`src/design/sbq_pkg.sv`:
```
// shared types and constants for the semaphore blocked queue table
`timescale 1ns / 1ps

package sbq_pkg;

	localparam int CMD_W       = 2;
	localparam int SEM_KEY_W   = 32;
	localparam int PROC_ID_W   = 4;
	localparam int STATUS_W    = 2;
	localparam int S_TDATA_W   = 40;
	localparam int M_TDATA_W   = 8;

	localparam int DEF_NUM_DESCRIPTORS = 16;
	localparam int DEF_NUM_PROCS       = 16;
	localparam int DEF_KEY_WIDTH       = 32;

	typedef enum logic [CMD_W-1:0] {
		CMD_INSERT = 2'd0,
		CMD_REMOVE = 2'd1,
		CMD_UNLINK = 2'd2,
		CMD_PEEK   = 2'd3
	} cmd_t;

	typedef enum logic [STATUS_W-1:0] {
		ST_OK      = 2'd0,
		ST_FULL    = 2'd1,
		ST_ABSENT  = 2'd2,
		ST_BLOCKED = 2'd3
	} status_t;

	// classified command as it waits between front and back
	typedef struct packed {
		cmd_t                 cmd;
		logic [SEM_KEY_W-1:0] sem_key;
		logic [PROC_ID_W-1:0] proc_id;
		logic                 proc_ok;
	} item_t;

endpackage

```
`src/design/sbq_ram.sv`:
```
// generic single write port ram with registered read
`timescale 1ns / 1ps

module sbq_ram #(
	parameter int WIDTH = 4,
	parameter int DEPTH = 16
) (
	input  logic                                  clk,
	input  logic                                  we,
	input  logic [(DEPTH > 1 ? $clog2(DEPTH) : 1)-1:0] waddr,
	input  logic [WIDTH-1:0]                      wdata,
	input  logic                                  re,
	input  logic [(DEPTH > 1 ? $clog2(DEPTH) : 1)-1:0] raddr,
	output logic [WIDTH-1:0]                      rdata
);

	logic [WIDTH-1:0] mem [DEPTH];

	always_ff @(posedge clk) begin
		if (we) begin
			mem[waddr] <= wdata;
		end
		if (re) begin
			rdata <= mem[raddr];
		end
	end

endmodule

```
`src/design/sbq_front.sv`:
```
// input side: accepts items, classifies them and queues them for the back end
`timescale 1ns / 1ps

module sbq_front #(
	parameter int NUM_PROCS = sbq_pkg::DEF_NUM_PROCS
) (
	input  logic                          clk,
	input  logic                          arst_n,
	input  logic                          s_tvalid,
	output logic                          s_tready,
	input  logic [sbq_pkg::S_TDATA_W-1:0] s_tdata,
	input  logic [sbq_pkg::CMD_W-1:0]     s_tuser,
	output sbq_pkg::item_t                item,
	output logic                          item_valid,
	input  logic                          item_pop
);

	localparam int QDEPTH = 2;

	sbq_pkg::item_t q_item_q [QDEPTH];
	logic           wr_ptr_q;
	logic           rd_ptr_q;
	logic [1:0]     count_q;
	sbq_pkg::item_t in_item;
	logic           push;

	always_comb begin
		in_item.cmd     = sbq_pkg::cmd_t'(s_tuser);
		in_item.sem_key = s_tdata[sbq_pkg::SEM_KEY_W-1:0];
		in_item.proc_id = s_tdata[sbq_pkg::SEM_KEY_W +: sbq_pkg::PROC_ID_W];
		// process index beyond the table is flagged here once
		in_item.proc_ok = 32'(in_item.proc_id) < NUM_PROCS;
	end

	assign s_tready   = count_q != 2'(QDEPTH);
	assign push       = s_tvalid && s_tready;
	assign item_valid = count_q != 2'd0;
	assign item       = q_item_q[rd_ptr_q];

	always_ff @(posedge clk or negedge arst_n) begin
		if (!arst_n) begin
			wr_ptr_q <= 1'b0;
			rd_ptr_q <= 1'b0;
			count_q  <= 2'd0;
		end else begin
			if (push) begin
				wr_ptr_q <= ~wr_ptr_q;
			end
			if (item_pop) begin
				rd_ptr_q <= ~rd_ptr_q;
			end
			if (push && !item_pop) begin
				count_q <= count_q + 2'd1;
			end else if (!push && item_pop) begin
				count_q <= count_q - 2'd1;
			end
		end
	end

	always_ff @(posedge clk) begin
		if (push) begin
			q_item_q[wr_ptr_q] <= in_item;
		end
	end

endmodule

```
`src/design/sbq_back.sv`:
```
// back end: key lookup, queue pointer update and result register
`timescale 1ns / 1ps

module sbq_back #(
	parameter int NUM_DESCRIPTORS = sbq_pkg::DEF_NUM_DESCRIPTORS,
	parameter int NUM_PROCS       = sbq_pkg::DEF_NUM_PROCS,
	parameter int KEY_WIDTH       = sbq_pkg::DEF_KEY_WIDTH
) (
	input  logic                          clk,
	input  logic                          arst_n,
	input  sbq_pkg::item_t                item,
	input  logic                          item_valid,
	output logic                          item_pop,
	output logic                          m_tvalid,
	input  logic                          m_tready,
	output logic [sbq_pkg::M_TDATA_W-1:0] m_tdata,
	output logic [sbq_pkg::STATUS_W-1:0]  m_tuser
);

	localparam int ND     = NUM_DESCRIPTORS;
	localparam int DW     = ND > 1 ? $clog2(ND) : 1;
	localparam int NP_MAX = 2 ** sbq_pkg::PROC_ID_W;
	localparam int NP     = NUM_PROCS < NP_MAX ? NUM_PROCS : NP_MAX;
	localparam int PW     = NP > 1 ? $clog2(NP) : 1;
	localparam int KW     = KEY_WIDTH < sbq_pkg::SEM_KEY_W ? KEY_WIDTH : sbq_pkg::SEM_KEY_W;

	typedef enum logic {S_LOOK, S_EXEC} state_t;

	// descriptor side
	logic          desc_valid_q [ND];
	logic [KW-1:0] desc_key_q   [ND];
	// process side
	logic [PW-1:0] proc_next_q    [NP];
	logic [PW-1:0] proc_prev_q    [NP];
	logic          proc_blocked_q [NP];
	logic [DW-1:0] proc_desc_q    [NP];

	state_t              state_q;
	logic                out_valid_q;
	sbq_pkg::status_t    status_q;
	logic [sbq_pkg::PROC_ID_W-1:0] res_q;

	sbq_pkg::cmd_t cmd_s1;
	logic [KW-1:0] key_s1;
	logic [PW-1:0] p_s1;
	logic          pok_s1;
	logic          blk_s1;
	logic          hit_s1;
	logic          has_free_s1;
	logic          dval_s1;
	logic [DW-1:0] d_s1;
	logic [DW-1:0] dfree_s1;

	// lookup stage
	logic          look_fire;
	logic          hit;
	logic          has_free;
	logic [DW-1:0] d_hit;
	logic [DW-1:0] d_free;
	logic [PW-1:0] p_idx;
	logic          blk;
	logic [DW-1:0] pd;
	logic [DW-1:0] d_sel;

	// execute stage
	logic          exec_fire;
	logic [PW-1:0] head;
	logic [PW-1:0] tail;
	logic [PW-1:0] tg;
	logic [PW-1:0] nx;
	logic [PW-1:0] pv;
	logic          is_head;
	logic          is_tail;
	logic          ins_ok;
	logic          ins_new;
	logic          unl_ok;
	logic          both;
	sbq_pkg::status_t st;
	logic [sbq_pkg::PROC_ID_W-1:0] res;
	logic          head_we;
	logic          tail_we;
	logic [DW-1:0] wr_d;
	logic [PW-1:0] head_wdata;
	logic [PW-1:0] tail_wdata;

	assign look_fire = (state_q == S_LOOK) && item_valid;
	assign item_pop  = look_fire;
	assign p_idx     = item.proc_id[PW-1:0];

	always_comb begin
		hit      = 1'b0;
		has_free = 1'b0;
		d_hit    = '0;
		d_free   = '0;
		// scan downward so the lowest index wins
		for (int i = ND - 1; i >= 0; i--) begin
			if (desc_valid_q[i] && desc_key_q[i] == item.sem_key[KW-1:0]) begin
				hit   = 1'b1;
				d_hit = DW'(i);
			end
			if (!desc_valid_q[i]) begin
				has_free = 1'b1;
				d_free   = DW'(i);
			end
		end
	end

	assign blk   = item.proc_ok && proc_blocked_q[p_idx];
	assign pd    = proc_desc_q[p_idx];
	assign d_sel = (item.cmd == sbq_pkg::CMD_UNLINK) ? pd : d_hit;

	sbq_ram #(.WIDTH(PW), .DEPTH(ND)) u_head_ram (
		.clk   (clk),
		.we    (head_we),
		.waddr (wr_d),
		.wdata (head_wdata),
		.re    (look_fire),
		.raddr (d_sel),
		.rdata (head)
	);

	sbq_ram #(.WIDTH(PW), .DEPTH(ND)) u_tail_ram (
		.clk   (clk),
		.we    (tail_we),
		.waddr (wr_d),
		.wdata (tail_wdata),
		.re    (look_fire),
		.raddr (d_sel),
		.rdata (tail)
	);

	assign exec_fire = (state_q == S_EXEC) && (!out_valid_q || m_tready);

	always_comb begin
		tg      = (cmd_s1 == sbq_pkg::CMD_REMOVE) ? head : p_s1;
		nx      = proc_next_q[tg];
		pv      = proc_prev_q[tg];
		is_head = head == tg;
		is_tail = tail == tg;
		both    = is_head && is_tail;
		ins_ok  = (cmd_s1 == sbq_pkg::CMD_INSERT) && pok_s1 && !blk_s1 && (hit_s1 || has_free_s1);
		ins_new = ins_ok && !hit_s1;
		unl_ok  = ((cmd_s1 == sbq_pkg::CMD_REMOVE) && hit_s1) ||
		          ((cmd_s1 == sbq_pkg::CMD_UNLINK) && pok_s1 && blk_s1 && dval_s1);

		st  = sbq_pkg::ST_ABSENT;
		res = '0;
		case (cmd_s1)
			sbq_pkg::CMD_INSERT: begin
				if (!pok_s1) begin
					st = sbq_pkg::ST_ABSENT;
				end else if (blk_s1) begin
					st = sbq_pkg::ST_BLOCKED;
				end else if (hit_s1 || has_free_s1) begin
					st = sbq_pkg::ST_OK;
				end else begin
					st = sbq_pkg::ST_FULL;
				end
			end
			sbq_pkg::CMD_REMOVE, sbq_pkg::CMD_PEEK: begin
				if (hit_s1) begin
					st  = sbq_pkg::ST_OK;
					res = sbq_pkg::PROC_ID_W'(head);
				end
			end
			sbq_pkg::CMD_UNLINK: begin
				if (unl_ok) begin
					st  = sbq_pkg::ST_OK;
					res = sbq_pkg::PROC_ID_W'(p_s1);
				end
			end
			default: begin
				st = sbq_pkg::ST_ABSENT;
			end
		endcase

		wr_d       = ins_new ? dfree_s1 : d_s1;
		head_we    = exec_fire && (ins_new || (unl_ok && !both && is_head));
		head_wdata = ins_new ? p_s1 : nx;
		tail_we    = exec_fire && (ins_ok || (unl_ok && !both && is_tail));
		tail_wdata = ins_ok ? p_s1 : pv;
	end

	always_ff @(posedge clk or negedge arst_n) begin
		if (!arst_n) begin
			state_q     <= S_LOOK;
			out_valid_q <= 1'b0;
		end else begin
			if (out_valid_q && m_tready && !exec_fire) begin
				out_valid_q <= 1'b0;
			end
			case (state_q)
				S_LOOK: begin
					if (look_fire) begin
						cmd_s1      <= item.cmd;
						key_s1      <= item.sem_key[KW-1:0];
						p_s1        <= p_idx;
						pok_s1      <= item.proc_ok;
						blk_s1      <= blk;
						hit_s1      <= hit;
						has_free_s1 <= has_free;
						dval_s1     <= desc_valid_q[pd];
						d_s1        <= d_sel;
						dfree_s1    <= d_free;
						state_q     <= S_EXEC;
					end
				end
				S_EXEC: begin
					if (exec_fire) begin
						out_valid_q <= 1'b1;
						status_q    <= st;
						res_q       <= res;
						state_q     <= S_LOOK;
					end
				end
				default: begin
					state_q <= S_LOOK;
				end
			endcase
		end
	end

	always_ff @(posedge clk or negedge arst_n) begin
		if (!arst_n) begin
			for (int i = 0; i < ND; i++) begin
				desc_valid_q[i] <= 1'b0;
			end
			for (int i = 0; i < NP; i++) begin
				proc_blocked_q[i] <= 1'b0;
			end
		end else if (exec_fire) begin
			if (ins_new) begin
				desc_valid_q[dfree_s1] <= 1'b1;
			end
			if (unl_ok && both) begin
				desc_valid_q[d_s1] <= 1'b0;
			end
			if (ins_ok) begin
				proc_blocked_q[p_s1] <= 1'b1;
			end
			if (unl_ok) begin
				proc_blocked_q[tg] <= 1'b0;
			end
		end
	end

	always_ff @(posedge clk) begin
		if (exec_fire) begin
			if (ins_new) begin
				desc_key_q[dfree_s1] <= key_s1;
			end
			if (ins_ok) begin
				// append behind the current tail when the key is already active
				if (hit_s1) begin
					proc_next_q[tail] <= p_s1;
					proc_prev_q[p_s1] <= tail;
				end
				proc_next_q[p_s1] <= '0;
				proc_desc_q[p_s1] <= ins_new ? dfree_s1 : d_s1;
			end
			if (unl_ok && !both) begin
				if (!is_head) begin
					proc_next_q[pv] <= nx;
				end
				if (!is_tail) begin
					proc_prev_q[nx] <= pv;
				end
			end
		end
	end

	assign m_tvalid = out_valid_q;
	assign m_tdata  = sbq_pkg::M_TDATA_W'(res_q);
	assign m_tuser  = status_q;

endmodule

```
`src/design/semaphore_blocked_queue_table_top.sv`:
```
// Table of active semaphores with a FIFO of blocked processes per key.
//
// Input channel s_*: one command per item. s_tuser carries the command
// (insert, remove head, unlink process, peek head); s_tdata carries the
// semaphore key and the process index. Output channel m_*: exactly one
// result per command, in order. m_tuser carries the status, m_tdata the
// process removed, unlinked or peeked (zero unless status is ok).
//
// A front end classifies items into a two entry queue; the back end runs
// each item in two steps: an associative key compare over the descriptor
// keys with a read of the head/tail ram, then the pointer update and the
// result register load. The back end takes no new item from the queue until
// the update of the last one is done, and the update waits while a held
// result is not taken.
//
// Reset clears every descriptor and every blocked flag at once; no clearing
// pass is needed. While m_tready is low one result is held, the back end
// waits, and the front queue keeps taking items until it holds two.
`timescale 1ns / 1ps

module semaphore_blocked_queue_table_top #(
	parameter int NUM_DESCRIPTORS = sbq_pkg::DEF_NUM_DESCRIPTORS,
	parameter int NUM_PROCS       = sbq_pkg::DEF_NUM_PROCS,
	parameter int KEY_WIDTH       = sbq_pkg::DEF_KEY_WIDTH
) (
	input  logic                          clk,
	input  logic                          arst_n,
	input  logic                          s_tvalid,
	output logic                          s_tready,
	input  logic [sbq_pkg::S_TDATA_W-1:0] s_tdata,  // sem_key[31:0], proc_id[35:32], zero pad
	input  logic [sbq_pkg::CMD_W-1:0]     s_tuser,  // cmd[1:0]
	output logic                          m_tvalid,
	input  logic                          m_tready,
	output logic [sbq_pkg::M_TDATA_W-1:0] m_tdata,  // result_proc[3:0], zero pad
	output logic [sbq_pkg::STATUS_W-1:0]  m_tuser   // status[1:0]
);

	sbq_pkg::item_t item;
	logic           item_valid;
	logic           item_pop;

	sbq_front #(.NUM_PROCS(NUM_PROCS)) u_front (
		.clk        (clk),
		.arst_n     (arst_n),
		.s_tvalid   (s_tvalid),
		.s_tready   (s_tready),
		.s_tdata    (s_tdata),
		.s_tuser    (s_tuser),
		.item       (item),
		.item_valid (item_valid),
		.item_pop   (item_pop)
	);

	sbq_back #(
		.NUM_DESCRIPTORS (NUM_DESCRIPTORS),
		.NUM_PROCS       (NUM_PROCS),
		.KEY_WIDTH       (KEY_WIDTH)
	) u_back (
		.clk        (clk),
		.arst_n     (arst_n),
		.item       (item),
		.item_valid (item_valid),
		.item_pop   (item_pop),
		.m_tvalid   (m_tvalid),
		.m_tready   (m_tready),
		.m_tdata    (m_tdata),
		.m_tuser    (m_tuser)
	);

endmodule
```
`config.mk`:
```
export PLATFORM = sky130hd
export DESIGN_NAME = semaphore_blocked_queue_table_top
export DESIGN_NICKNAME = d
export VERILOG_FILES = /design/src/design/sbq_pkg.sv /design/src/design/sbq_ram.sv /design/src/design/sbq_front.sv /design/src/design/sbq_back.sv /design/src/design/semaphore_blocked_queue_table_top.sv
export SDC_FILE = /design/constraint.sdc
export NUM_CORES = 1
export LEC_CHECK = 0
export ABC_CLOCK_PERIOD_IN_PS = 13590
export BUFFER_PORTS_ARGS = -buffer_cell sky130_fd_sc_hd__buf_2
export CORE_MARGIN = 5
export CORE_UTILIZATION = 46
export DETAILED_ROUTE_END_ITERATION = 12
export PLACE_DENSITY = 0.73
export SLEW_MARGIN = 20
export SYNTH_ARGS = -nofsm -noshare
export SYNTH_HDL_FRONTEND = slang
export SYNTH_SLANG_ARGS = --single-unit
```
`constraint.sdc`:
```
create_clock -name clk -period 13.59 [get_ports clk]
set_input_delay 0 -clock clk [delete_from_list [all_inputs] [get_ports clk]]
set_output_delay 0 -clock clk [all_outputs]
set_load 0.01 [all_outputs]
```
==> flow_summary.toml <==
[global_route]
grt_util_met2_pct = 36.5
globalRouteTotalUtil_pct = 22.9
grt_most_used_layer = "met2"
globalRouteOverflowTotal = 0
met3_usage_pct = 4.33
grt_pass1_vias = 26400
wire_length_of_the_first_global_routing_pass_mm = 173
antenna_found_initial = 2
maximum_number_of_pins_on_one_net_before_global_route_repair = 67
globalRouteMet1Util_pct = 31.0

[worst_setup_path]
start_kind = "flop"
required_ns = 13.95
critPathCaptureType = "flop"
critical_path_peak_fanout = 66
cp.arrival_ns = 7.29
setup.worst_path.class = "flop to flop"

[clock_network]
clkLatencyLatePin_ns = 0.67
ctsHoldBuffers = 41
ctsHtreeMaxLevel = 3
cts-root-to-sink-buffers = 3
postCtsResizedCells = 0
cts_root_buf = "sky130_fd_sc_hd__clkbuf_16"
cts.sink_count = 1010
cts_tree = "built"
number_of_buffers_inserted_during_clock_tree_synthesis = 93
clk_pin_slew_worst_paths_ns = 0.07
number_of_buffers_inserted_by_post_cts_setup_repair = 0

[power_and_ir_drop]
pwr_cell_area_mw_per_mm2 = 207
power.ir.vdd_worst_mv = 0.108
p_leak_nw = 16.0
report.power.total_mw = 10.2

[logic_synthesis]
area_of_the_mapped_netlist_mm2 = 0.0438
syn_area_per_cell_um2 = 14.8
dominantRegCellSynth = "sky130_fd_sc_hd__edfxtp_1"
yosys_register_bits = 1010
netlist_instances = 2962
synthTopCellsByArea = "sky130_fd_sc_hd__edfxtp_1, sky130_fd_sc_hd__xnor2_1, sky130_fd_sc_hd__mux2i_1"
yosys_warnings = 0
post-synth-top-count-cell = "sky130_fd_sc_hd__edfxtp_1"
yosysUniqueCellTypes = 72
edff_count_synth = 908
synth_top_cell_area_share_pct = 62.3
synth_commonest_cells = "sky130_fd_sc_hd__edfxtp_1, sky130_fd_sc_hd__xnor2_1, sky130_fd_sc_hd__nor2_1, sky130_fd_sc_hd__nor4_1, sky130_fd_sc_hd__nand2_1"
async_flop_share_pct = 3.76
synth_sequential_area_ratio_pct = 67.4
library_cell_with_the_largest_summed_area_after_synthesis = "sky130_fd_sc_hd__edfxtp_1"

[layout]
share_of_final_layout_standard_cells_stronger_than_drive_strength_1_pct = 12.9
numnets_final = 3172
finalNonFillerCells = 4464
area_growth_syn_to_layout_pct = 12.6
fill_cells = 7634

[die]
fp.dieW_um = 318
chip_height_um = 318
core_mm2 = 0.0947
fp-row-count = 113
io_pins = 58
dieArea_mm2 = 0.101
initial_utilization_pct = 46.2

[sta]
finalSetupViolations = 0
final.setup.tns_ns = 0
max_freq_ghz = 0.144
hold_violations = 0
timing.final.crit_share_pct = 51.0
slew_headroom_pct = 15.0
finalWorstPathRequiredPeriod_ns = 6.93
worstMarginPinSlew_ns = 1.27
rsz0062_at_grt = "no"
final.setup_skew_ns = 0.0420
drv_slew = 0

[placed_design]
place.detailed.hpwl_mm = 71.6
place.detailed.instances = 4252
gpl.final_weighted_congestion = 0.929
port-buffer-count = 49

[drt]
initialDrtViolationCount = 3523
detail_route.wl_per_cell_um = 26.7
drcViolationCount = 0
via_per_inst = 6.01
num_vias = 26800
antenna_left = 0
finalWirelength_mm = 119
drtPass1Iterations = 7

[run_status]
run_status = "complete, no violations"

[run]
drv_cap = 0

[hold_path]
worst_hold_path_type = "input pin to flop"
-- per-stage QoR --
stage / hold WS (ns) / setup WS (ns) / util (%) / cell area (um2)
after CTS: 0.0301 / 6.73 / 52.0 / 49200
after global placement: 0.174 / 6.85 / 48.2 / 45700
final: 0.0622 / 6.66 / 52.0 / 49300
after detailed placement: 0.184 / 6.78 / 48.3 / 45700
after global routing: 0.0673 / 6.41 / 52.0 / 49300
after floorplan: -0.296 / 8.93 / - / 43800
-- final timing paths --
check	cells after the start	slack [ns]	from	to
setup / recovery	15	6.66	u_front.rd_ptr_q	u_back.u_tail_ram.rdata[1]
hold reg to reg	0	0.45	u_back.key_s1[1]	u_back.desc_key_q[0][1]
setup reg to reg	15	6.66	u_front.rd_ptr_q	u_back.u_tail_ram.rdata[1]
max in group asynchronous	2	12.79	arst_n	u_front.rd_ptr_q
hold / removal	2	0.06	s_tdata[22]	u_front.q_item_q[1][26]
min in group asynchronous	2	0.11	arst_n	u_back.proc_blocked_q[10]
-- logic make-up (layout without fill, tap and decap cells) --
logic type	count (synthesis)	count (layout)	synth area share (%)
adder cells (fa/ha/maj)	1	1	0.0286
multiplexers	239	239	7.30
flip-flops	1010	1010	67.4
buffers and inverters	157	390	1.97
XOR/XNOR	526	526	10.5
other	1	5	0.00857
AND/OR/NAND/NOR	849	849	9.82
AO/OA/AOI/OAI	179	179	2.96
-- placed cells by master (no fill, tap or decap), drive strengths merged, types with 17 or more instances in the layout --
cell and n:
and3 26, nand3 56, nand2 172, clkbuf 109, a211oi 17, o21ai 22
xnor2 511, dfrtp 38, mux2i 167, mux2 41, inv 56, dlygate4sd3 41
edfxtp 908, mux4 31, nor4 198, nor2 215, buf 127, dfxtp 64
nand4 47, a31oi 21, clkinv 41, nor3 56, a21oi 28
-- final cells by class --
type                    instances  area [um2]  area share [%]
flip-flops and latches       1010       29500            59.9
diodes                          1        2.50         0.00508
clock inverters                59         549            1.11
multi-input cells            1798       13600            27.6
inverters                      54         203           0.411
well taps                    1265        1580            3.21
clock buffers                 109        2520            5.12
repair buffers                168        1300            2.65
-- critical path, cell delays in order, from the launching register on --
cell	delay [ns]
sky130_fd_sc_hd__dfrtp_4	0.72
sky130_fd_sc_hd__buf_4	0.74
sky130_fd_sc_hd__mux2i_4	0.73
sky130_fd_sc_hd__buf_4	0.36
sky130_fd_sc_hd__inv_1	0.10
sky130_fd_sc_hd__or3_1	0.30
sky130_fd_sc_hd__a2111oi_0	0.51
sky130_fd_sc_hd__nand4_1	0.15
sky130_fd_sc_hd__nor2_1	0.36
sky130_fd_sc_hd__or2_2	0.20
sky130_fd_sc_hd__o311ai_1	0.16
sky130_fd_sc_hd__a31oi_4	0.24
sky130_fd_sc_hd__buf_4	0.79
sky130_fd_sc_hd__mux2_2	0.43
sky130_fd_sc_hd__a221oi_1	0.51
sky130_fd_sc_hd__o21ai_1	0.14
-- power by group --
group / switching, mW / internal, mW
combinational: 2.14 / 1.11
clock: 1.14 / 1.50
sequential: 0.370 / 3.92
-- registers in the layout, summed over array words and instances, names as in the netlist, 4 cells and up --
register,count
u_back.p_s1,4
u_back.key_s1,32
u_back.proc_desc_q,64
u_back.u_tail_ram.mem,64
u_back.desc_key_q,512
u_back.proc_prev_q,64
u_back.u_head_ram.rdata,4
u_back.u_tail_ram.rdata,4
u_back.d_s1,4
u_front.q_item_q,76
u_back.u_head_ram.mem,64
u_back.dfree_s1,4
u_back.proc_next_q,64
u_back.desc_valid_q,16
u_back.proc_blocked_q,16
u_back.res_q,4
-- layer usage --
metal  wire length [um]  vias to the layer above
li1                   -                    11500
met3              13300                      319
met1              45200                    13300
met2              55300                     1699
met4               5410                        0
met5                  0                        -
(Power assumes the default switching activity.)
